===== config.mk =====
export PLATFORM = sky130hd
export DESIGN_NAME = damped_mass_integrator_unit
export DESIGN_NICKNAME = d
export VERILOG_FILES = /design/src/dmi_pkg.sv /design/src/damped_mass_integrator_unit.sv
export SDC_FILE = /design/constraint.sdc
export NUM_CORES = 2
export LEC_CHECK = 0
export BUFFER_PORTS_ARGS = -buffer_cell sky130_fd_sc_hd__buf_2
export CORE_MARGIN = 1
export CORE_UTILIZATION = 60
export CTS_CLUSTER_SIZE = 40
export DETAILED_ROUTE_END_ITERATION = 10
export PLACE_DENSITY = 0.76
export SYNTH_ARGS = -nofsm -noshare
export SYNTH_HDL_FRONTEND = slang
export SYNTH_SLANG_ARGS = --single-unit

===== constraint.sdc =====
create_clock -name clk -period 11.7 [get_ports clk]
set_clock_uncertainty 0.05 [all_clocks]
set_input_delay 2.34 -clock clk [delete_from_list [all_inputs] [get_ports clk]]
set_output_delay 2.34 -clock clk [all_outputs]
set_load 0.01 [all_outputs]

===== src/dmi_pkg.sv =====
// ----------------------------------------------------------------------------
// dmi_pkg
// Shared widths, register indexes, reset values, and saturation and magnitude helpers of the
// damped mass integrator.
// ----------------------------------------------------------------------------
package dmi_pkg;

	localparam int DataW = 32;
	localparam int CfgIdxW = 2;

	// Register indexes on the configuration port.
	localparam logic [CfgIdxW-1:0] RegMass = 2'd0;
	localparam logic [CfgIdxW-1:0] RegDamping = 2'd1;
	localparam logic [CfgIdxW-1:0] RegTimeStep = 2'd2;
	localparam logic [CfgIdxW-1:0] RegMethod = 2'd3;

	localparam logic [DataW-1:0] MassReset = 32'd65536;
	localparam logic [DataW-1:0] DampingReset = 32'd0;
	localparam logic [DataW-1:0] TimeStepReset = 32'd4294967;

	localparam logic MethodEuler = 1'b0;
	localparam logic MethodRk4 = 1'b1;

	// Damping quotient clamp, 2^62.
	localparam logic [63:0] T2Limit = 64'h4000_0000_0000_0000;
	localparam logic [31:0] SixDiv = 32'd6;

	typedef logic signed [DataW-1:0] q16_t;

	function automatic logic signed [31:0] sat32(input logic signed [67:0] x);
		logic signed [31:0] r;
		if (x > 68'sh0_0000_0000_7FFF_FFFF)
			r = 32'sh7FFF_FFFF;
		else if (x < -68'sh0_0000_0000_8000_0000)
			r = -32'sh8000_0000;
		else
			r = x[31:0];
		return r;
	endfunction

	function automatic logic [31:0] mag32(input logic signed [31:0] x);
		return x[31] ? 32'(-x) : 32'(x);
	endfunction

endpackage


===== src/damped_mass_integrator_unit.sv =====
// ----------------------------------------------------------------------------
// damped_mass_integrator_unit
// Advances a damped mass by one Euler or Runge-Kutta step per force item.
// ----------------------------------------------------------------------------
// Each accepted force item advances the stored position and velocity by one
// step and returns both, saturated to signed Q16.16. One 32x32 multiplier and
// one radix-2 divider are shared under a sequencer, and the divider sets the
// rate: a forward Euler item needs two divisions and a Runge-Kutta item six.
// The input side is ready only while the sequencer is idle; a finished result waits
// in the output register, and the next item may be taken in the meantime.
module damped_mass_integrator_unit (
	input  logic                          clk,
	input  logic                          arst_n,
	input  logic                          s_axis_tvalid,
	output logic                          s_axis_tready,
	input  logic [dmi_pkg::DataW-1:0]     s_axis_tdata,  // [31:0] force_req
	output logic                          m_axis_tvalid,
	input  logic                          m_axis_tready,
	output logic [2*dmi_pkg::DataW-1:0]   m_axis_tdata,  // [31:0] position, [63:32] velocity
	input  logic                          cfg_we,
	input  logic [dmi_pkg::CfgIdxW-1:0]   cfg_index,
	input  logic [dmi_pkg::DataW-1:0]     cfg_wdata
);
	import dmi_pkg::*;

	localparam logic [4:0] StIdle    = 5'd0;
	localparam logic [4:0] StT1      = 5'd1;
	localparam logic [4:0] StT1Done  = 5'd2;
	localparam logic [4:0] StDt6Done = 5'd3;
	localparam logic [4:0] StAccM    = 5'd4;
	localparam logic [4:0] StAccD    = 5'd5;
	localparam logic [4:0] StAccDone = 5'd6;
	localparam logic [4:0] StEuP     = 5'd7;
	localparam logic [4:0] StEuPDone = 5'd8;
	localparam logic [4:0] StRkSum   = 5'd9;
	localparam logic [4:0] StRkXv    = 5'd10;
	localparam logic [4:0] StRkPDone = 5'd11;
	localparam logic [4:0] StOut     = 5'd12;
	localparam logic [4:0] StDivW    = 5'd13;
	localparam logic [4:0] StScLo    = 5'd14;
	localparam logic [4:0] StScHi    = 5'd15;
	localparam logic [4:0] StScAcc   = 5'd16;
	localparam logic [4:0] StScRnd   = 5'd17;
	localparam logic [4:0] StScAdd   = 5'd18;

	logic [4:0]  state_q, ret_q;
	logic [31:0] mass_q, damping_q, time_step_q;
	logic        method_q;

	q16_t        pos_q, vel_q, np_q, f_q, xv_q, kv_q, sres_q, sc_base_q;
	logic        out_valid_q;
	logic signed [48:0] t1_q;
	logic [31:0] dt6_q;
	logic [1:0]  stage_q;
	logic signed [35:0] sp_q, sv_q;

	// Divider
	logic [63:0] dvd_q;
	logic [32:0] rem_q;
	logic [31:0] div_q;
	logic [5:0]  cnt_q;
	logic [32:0] rem_sh;
	logic        rem_ge;

	// Multiplier and scaler
	logic [31:0] mul_a, mul_b;
	logic [63:0] prod_s1;
	logic [66:0] acc_q;
	logic [35:0] r_q;
	logic [34:0] sc_mag_q;
	logic        sc_neg_q, sc_sh33_q;
	logic [31:0] sc_k_q;

	logic [31:0] m_eff;
	logic [63:0] qc;
	logic signed [65:0] t2_s, acc_diff;
	logic signed [67:0] rnd_sum, add_val, add_sum;
	logic signed [35:0] sum_in_p, sum_in_v, sp_sum, sv_sel;
	logic        w_two;

	assign s_axis_tready = (state_q == StIdle);
	assign m_axis_tvalid = out_valid_q;
	assign m_axis_tdata  = {vel_q, pos_q};
	assign m_eff = (mass_q == 32'd0) ? 32'd1 : mass_q;

	assign rem_sh = {rem_q[31:0], dvd_q[63]};
	assign rem_ge = (rem_sh >= {1'b0, div_q});

	always_comb begin
		mul_a = mag32(xv_q);
		mul_b = damping_q;
		case (state_q)
			StScLo: begin
				mul_a = sc_mag_q[31:0];
				mul_b = sc_k_q;
			end
			StScHi: begin
				mul_a = {29'd0, sc_mag_q[34:32]};
				mul_b = sc_k_q;
			end
			default: begin
			end
		endcase
	end

	always_comb begin
		qc = (dvd_q > T2Limit) ? T2Limit : dvd_q;
		t2_s = xv_q[31] ? -$signed({2'b00, qc}) : $signed({2'b00, qc});
		acc_diff = {{17{t1_q[48]}}, t1_q} - t2_s;
		rnd_sum = $signed({1'b0, acc_q}) + (sc_sh33_q ? 68'sh1_0000_0000 : 68'sh8000_0000);
		add_val = sc_neg_q ? -$signed({32'd0, r_q}) : $signed({32'd0, r_q});
		add_sum = {{36{sc_base_q[31]}}, sc_base_q} + add_val;
		w_two = (stage_q == 2'd1) || (stage_q == 2'd2);
		sum_in_p = {{4{xv_q[31]}}, xv_q};
		sum_in_v = {{4{kv_q[31]}}, kv_q};
		if (w_two) begin
			sum_in_p = sum_in_p <<< 1;
			sum_in_v = sum_in_v <<< 1;
		end
		sp_sum = sp_q + sum_in_p;
		sv_sel = sv_q + sum_in_v;
	end

	always_ff @(posedge clk) begin
		prod_s1 <= mul_a * mul_b;
	end

	always_ff @(posedge clk or negedge arst_n) begin
		if (!arst_n) begin
			mass_q      <= MassReset;
			damping_q   <= DampingReset;
			time_step_q <= TimeStepReset;
			method_q    <= MethodEuler;
		end else if (cfg_we) begin
			unique case (cfg_index)
				RegMass:     mass_q <= cfg_wdata;
				RegDamping:  damping_q <= cfg_wdata;
				RegTimeStep: time_step_q <= cfg_wdata;
				RegMethod:   method_q <= cfg_wdata[0];
				default: begin
				end
			endcase
		end
	end

	always_ff @(posedge clk or negedge arst_n) begin
		if (!arst_n) begin
			state_q     <= StIdle;
			ret_q       <= StIdle;
			out_valid_q <= 1'b0;
			pos_q       <= '0;
			vel_q       <= '0;
			cnt_q       <= '0;
			stage_q     <= '0;
		end else begin
			if (out_valid_q && m_axis_tready && (state_q != StOut))
				out_valid_q <= 1'b0;
			unique case (state_q)
				StIdle: begin
					if (s_axis_tvalid) begin
						f_q     <= s_axis_tdata;
						xv_q    <= vel_q;
						stage_q <= '0;
						sp_q    <= '0;
						sv_q    <= '0;
						state_q <= StT1;
					end
				end
				StT1: begin
					dvd_q   <= {16'd0, mag32(f_q), 16'd0};
					rem_q   <= '0;
					div_q   <= m_eff;
					cnt_q   <= 6'd63;
					ret_q   <= StT1Done;
					state_q <= StDivW;
				end
				StDivW: begin
					rem_q <= rem_ge ? rem_sh - {1'b0, div_q} : rem_sh;
					dvd_q <= {dvd_q[62:0], rem_ge};
					cnt_q <= cnt_q - 6'd1;
					if (cnt_q == 6'd0)
						state_q <= ret_q;
				end
				StT1Done: begin
					t1_q <= f_q[31] ? -$signed({1'b0, dvd_q[47:0]})
					                : $signed({1'b0, dvd_q[47:0]});
					if (method_q == MethodRk4) begin
						dvd_q   <= {31'd0, 33'(time_step_q) + 33'd3};
						rem_q   <= '0;
						div_q   <= SixDiv;
						cnt_q   <= 6'd63;
						ret_q   <= StDt6Done;
						state_q <= StDivW;
					end else begin
						state_q <= StAccM;
					end
				end
				StDt6Done: begin
					dt6_q   <= dvd_q[31:0];
					state_q <= StAccM;
				end
				StAccM: state_q <= StAccD;
				StAccD: begin
					dvd_q   <= prod_s1;
					rem_q   <= '0;
					div_q   <= m_eff;
					cnt_q   <= 6'd63;
					ret_q   <= StAccDone;
					state_q <= StDivW;
				end
				StAccDone: begin
					kv_q    <= sat32({{2{acc_diff[65]}}, acc_diff});
					state_q <= (method_q == MethodRk4) ? StRkSum : StEuP;
				end
				StEuP: begin
					sc_mag_q  <= {3'd0, mag32(vel_q)};
					sc_neg_q  <= vel_q[31];
					sc_k_q    <= time_step_q;
					sc_sh33_q <= 1'b0;
					sc_base_q <= pos_q;
					ret_q     <= StEuPDone;
					state_q   <= StScLo;
				end
				StEuPDone: begin
					np_q      <= sres_q;
					sc_mag_q  <= {3'd0, mag32(kv_q)};
					sc_neg_q  <= kv_q[31];
					sc_k_q    <= time_step_q;
					sc_sh33_q <= 1'b0;
					sc_base_q <= vel_q;
					ret_q     <= StOut;
					state_q   <= StScLo;
				end
				StRkSum: begin
					sp_q <= sp_sum;
					sv_q <= sv_sel;
					sc_sh33_q <= 1'b0;
					if (stage_q == 2'd3) begin
						sc_mag_q  <= sp_sum[35] ? 35'(-sp_sum) : 35'(sp_sum);
						sc_neg_q  <= sp_sum[35];
						sc_k_q    <= dt6_q;
						sc_base_q <= pos_q;
						ret_q     <= StRkPDone;
					end else begin
						sc_mag_q  <= {3'd0, mag32(kv_q)};
						sc_neg_q  <= kv_q[31];
						sc_k_q    <= time_step_q;
						sc_sh33_q <= (stage_q != 2'd2);
						sc_base_q <= vel_q;
						ret_q     <= StRkXv;
					end
					state_q <= StScLo;
				end
				StRkXv: begin
					xv_q    <= sres_q;
					stage_q <= stage_q + 2'd1;
					state_q <= StAccM;
				end
				StRkPDone: begin
					np_q      <= sres_q;
					sc_mag_q  <= sv_q[35] ? 35'(-sv_q) : 35'(sv_q);
					sc_neg_q  <= sv_q[35];
					sc_k_q    <= dt6_q;
					sc_sh33_q <= 1'b0;
					sc_base_q <= vel_q;
					ret_q     <= StOut;
					state_q   <= StScLo;
				end
				StScLo: state_q <= StScHi;
				StScHi: begin
					acc_q   <= {3'd0, prod_s1};
					state_q <= StScAcc;
				end
				StScAcc: begin
					acc_q   <= acc_q + {prod_s1[34:0], 32'd0};
					state_q <= StScRnd;
				end
				StScRnd: begin
					r_q     <= sc_sh33_q ? {1'b0, rnd_sum[67:33]} : rnd_sum[67:32];
					state_q <= StScAdd;
				end
				StScAdd: begin
					sres_q  <= sat32(add_sum);
					state_q <= ret_q;
				end
				StOut: begin
					// The previous result must be taken before the state moves on.
					if (!out_valid_q || m_axis_tready) begin
						pos_q       <= np_q;
						vel_q       <= sres_q;
						out_valid_q <= 1'b1;
						state_q     <= StIdle;
					end
				end
				default: state_q <= StIdle;
			endcase
		end
	end

	// A division always runs its full count before returning.
	a_div_runs: assert property (@(posedge clk) disable iff (!arst_n)
		(state_q == StDivW && cnt_q != 6'd0) |=> (state_q == StDivW))
		else $error("divider left early");

	// A pending result is never overwritten.
	a_out_hold: assert property (@(posedge clk) disable iff (!arst_n)
		(state_q == StOut && out_valid_q && !m_axis_tready) |=>
		(state_q == StOut && $stable(pos_q) && $stable(vel_q)))
		else $error("result overwritten");

	// The dt/6 weight is only computed for a Runge-Kutta step.
	a_dt6_rk: assert property (@(posedge clk) disable iff (!arst_n)
		(state_q == StDt6Done || state_q == StRkSum) |-> (method_q == MethodRk4))
		else $error("Runge-Kutta path in Euler mode");

	// Every item starts its work with a fresh stage count.
	a_stage_start: assert property (@(posedge clk) disable iff (!arst_n)
		(state_q == StT1) |-> (stage_q == 2'd0))
		else $error("stage count not cleared");

endmodule


==> out/metrics.csv <==
stage,metric,value,unit
cells_and_area,area_delta_synth_final,7.96,%
critical_path,critPathSlowestCell,fa_1,
synthesis,synth_edf_count,614,
cells_and_area,fin_nets,11278,
clocking,clk_pin_slew_worst_paths,70,ps
sta,hold_violations,0,
die,rows,142,
synthesis,syn-num-nets,11261,
synthesis,syn_area,90600,um^2
drt,dr_total_vias,77198,
critical_path,worstReg2RegStart,xv_q[3]$_DFFE_PP_,
critical_path,rrSetupSlack,350,ps
place,place_congestion,1.06,
sta,final-setup-viol-count,0,
drt,ant_nets,0,
critical_path,crit_type,reg2reg,
synthesis,netlist_instances,9741,
synthesis,synth.avg_cell_area,9.30,um^2
min_path,min_from,np_q[29]$_DFFE_PP_,
grt,grt_max_degree,82,
die,die_h,391,um
clocking,cts_tree,built,
place,dpl.hpwl,268,mm
cells_and_area,n_fill_cell,12296,
die,die_w,391,um
grt,antenna_found_initial,47,
grt,first_global_vias,75307,
grt,gr-total-overflow,0,
cells_and_area,post-route-util,65.3,%
clocking,insertion_delay,770,ps
die,initial_utilization,60.4,%
min_path,hold_path_depth,1,
critical_path,reg2reg_depth,39,
clocking,ctsRootBufferMaster,clkbuf_16,
sta,min_period,11350,ps
drt,wl,337,mm
drt,drt_iter0_drc,9062,
clocking,numCtsBuffers,95,
place,io_buffers,136,
synthesis,async_reset_ff_share,20.9,%
cells_and_area,drive_gt1_share,10.6,%
job,cap_violations,0,
critical_path,end_kind,register,
critical_path,r2r-end,prod_s1[61]$_DFF_P_,
critical_path,path_delay_family,adder cells,
sta,relSlewSlack,15.7,%
drt,via_per_inst,6.49,
sta,worst_slew_pin_slew,1260,ps
critical_path,cp.arrival,11920,ps
die,core,150000,um^2
die,num_io_pins,137,
sta,fin_crit_sh,97.0,%
min_path,worstHoldEndpoint,pos_q[29]$_DFFE_PN0P_,
min_path,min_path_type,reg2reg,
synthesis,synth_cell_type_count,92,
critical_path,slowest_delay,550,ps
clocking,clkSinkCount,857,
synthesis,synth_sequential_area_ratio,26.7,%
drt,wire_per_inst,28.3,um
synthesis,yosys_register_bits,857,
clocking,clockBufferDepth,3,
critical_path,path_buf_inv,7,
critical_path,path_max_fanout,5,
sta,fmax,88.1,MHz
clocking,htree_levels,3,
run_status,status,"finished, final reports clean",
drt,drc_errors,0,
critical_path,worstPathRequired,12270,ps
drt,first_pass_iters,10,
grt,grt_usage,44.4,%
critical_path,cpMostUsedCell,fa_1,
die,die-area,153000,um^2
critical_path,startpoint_type,register,
sta,drv_slew,0,
synthesis,synth_warnings,0,
grt,grt_pass1_wl,494,mm
synthesis,synthFlopType,edfxtp_1,
-- worst max-delay path by stage --
stage                            from                  end  slack, ps  cells past startpoint
finish              xv_q[3]$_DFFE_PP_  prod_s1[61]$_DFF_P_        350                     39
global placement    xv_q[3]$_DFFE_PP_  prod_s1[61]$_DFF_P_        380                     38
global route        xv_q[2]$_DFFE_PP_  prod_s1[61]$_DFF_P_        -10                     39
floorplan           xv_q[3]$_DFFE_PP_  prod_s1[61]$_DFF_P_       1490                     37
CTS                 xv_q[3]$_DFFE_PP_  prod_s1[61]$_DFF_P_        320                     38
detailed placement  xv_q[3]$_DFFE_PP_  prod_s1[63]$_DFF_P_        360                     38
-- repair_timing --
item,in CTS,in global routing
setup buffers,0,3
hold buffers,0,0
setup endpoints to repair,0,5
gates resized for setup,0,6
-- per-layer routing --
| layer | GRT usage, % | vias to the layer above | routed length, um |
|---|---|---|---|
| met3 | 17.5 | 980 | 46000 |
| met5 | 0.415 | - | 138 |
| met1 | 57.4 | 38198 | 127000 |
| li1 | - | 33397 | - |
| met4 | 25.7 | 22 | 23300 |
| met2 | 62.9 | 4601 | 140000 |
-- flip-flops by register name, indices dropped and copies added, names as in the netlist, 35 cells and up --
register  count
sp_q         36
prod_s1      64
dvd_q        64
sv_q         36
t1_q         49
r_q          36
acc_q        36
sc_mag_q     35
-- kinds of logic (layout without fill, tap and decap cells) --
family          count (synthesis)  after routing  share of synthesized area [%]
other cells                     0             30                              0
simple gates                 3067           3067                           15.3
compound gates               1822           1822                           13.4
fa+ha+maj                    1449           1449                           27.5
mux                           391            391                           4.76
flops                         857            857                           26.7
xor+xnor                      610            610                           5.90
buf+inv                      1545           1644                           6.46
-- cells in the final DEF, fill, tap and decap left out, drive strengths merged, types with 318 or more instances in the layout --
master	n
o21ai	425
xnor2	406
fa	903
ha	546
nor2	1000
nand2	1071
mux2	318
buf	410
inv	1066
a21oi	418
edfxtp	614
-- per-stage QoR --
step	setup WS (ps)	std cells	hold slack (ps)	area, um^2	setup TNS (ps)
5_1_grt	-12.7	11867	436	97800	-12.7
3_5_place_dp	360	11674	416	94500	0
3_3_place_gp	377	11674	407	94500	0
2_1_floorplan	1490	9741	371	90600	0
4_1_cts	323	11853	425	97700	0
6_report	355	11886	418	97900	0
-- cell usage after synthesis, drive strengths merged, types with 37 or more instances --
cell type  number  share of area, %
or3            87              0.62
nor2         1000               4.1
mux2i          73              0.81
mux2          318               4.0
xor2          204               2.0
inv          1054               4.4
nand4          79              0.55
o21a           65              0.54
or2            45              0.31
and3           63              0.43
o211ai         70              0.58
o21ai         425               2.4
nand2        1071               4.4
nor2b          59              0.41
a31oi          56              0.39
a22oi          37              0.31
nor3          137              0.76
clkbuf        440               1.8
buf            51              0.27
xnor2         406               3.9
ha            546               7.5
nand3         148              0.82
o21bai         57              0.47
nand2b        105              0.72
dfrtp         168               4.6
and2           87              0.60
o31ai          94              0.79
a21o          175               1.4
a211oi         61              0.51
dfxtp          64               1.4
edfxtp        614                20
a21oi         418               2.3
o41ai          48              0.46
or4            56              0.48
fa            903                20
nor4           59              0.41
-- final cells by class --
| type | instances | area, um^2 | area share [%] |
|---|---|---|---|
| antenna | 30 | 75.1 | 0.0767 |
| clock buffer | 123 | 2670 | 2.73 |
| clock inverter | 56 | 546 | 0.558 |
| inverter | 1054 | 3960 | 4.04 |
| multi-input combinational | 7339 | 61000 | 62.3 |
| sequential | 857 | 24200 | 24.7 |
| tap | 2016 | 2520 | 2.58 |
| timing repair buffer | 411 | 2900 | 2.96 |
Power is left out: the tool's default activity adds up to more than one toggle a clock period on the data nets, which glitch-free logic cannot reach.
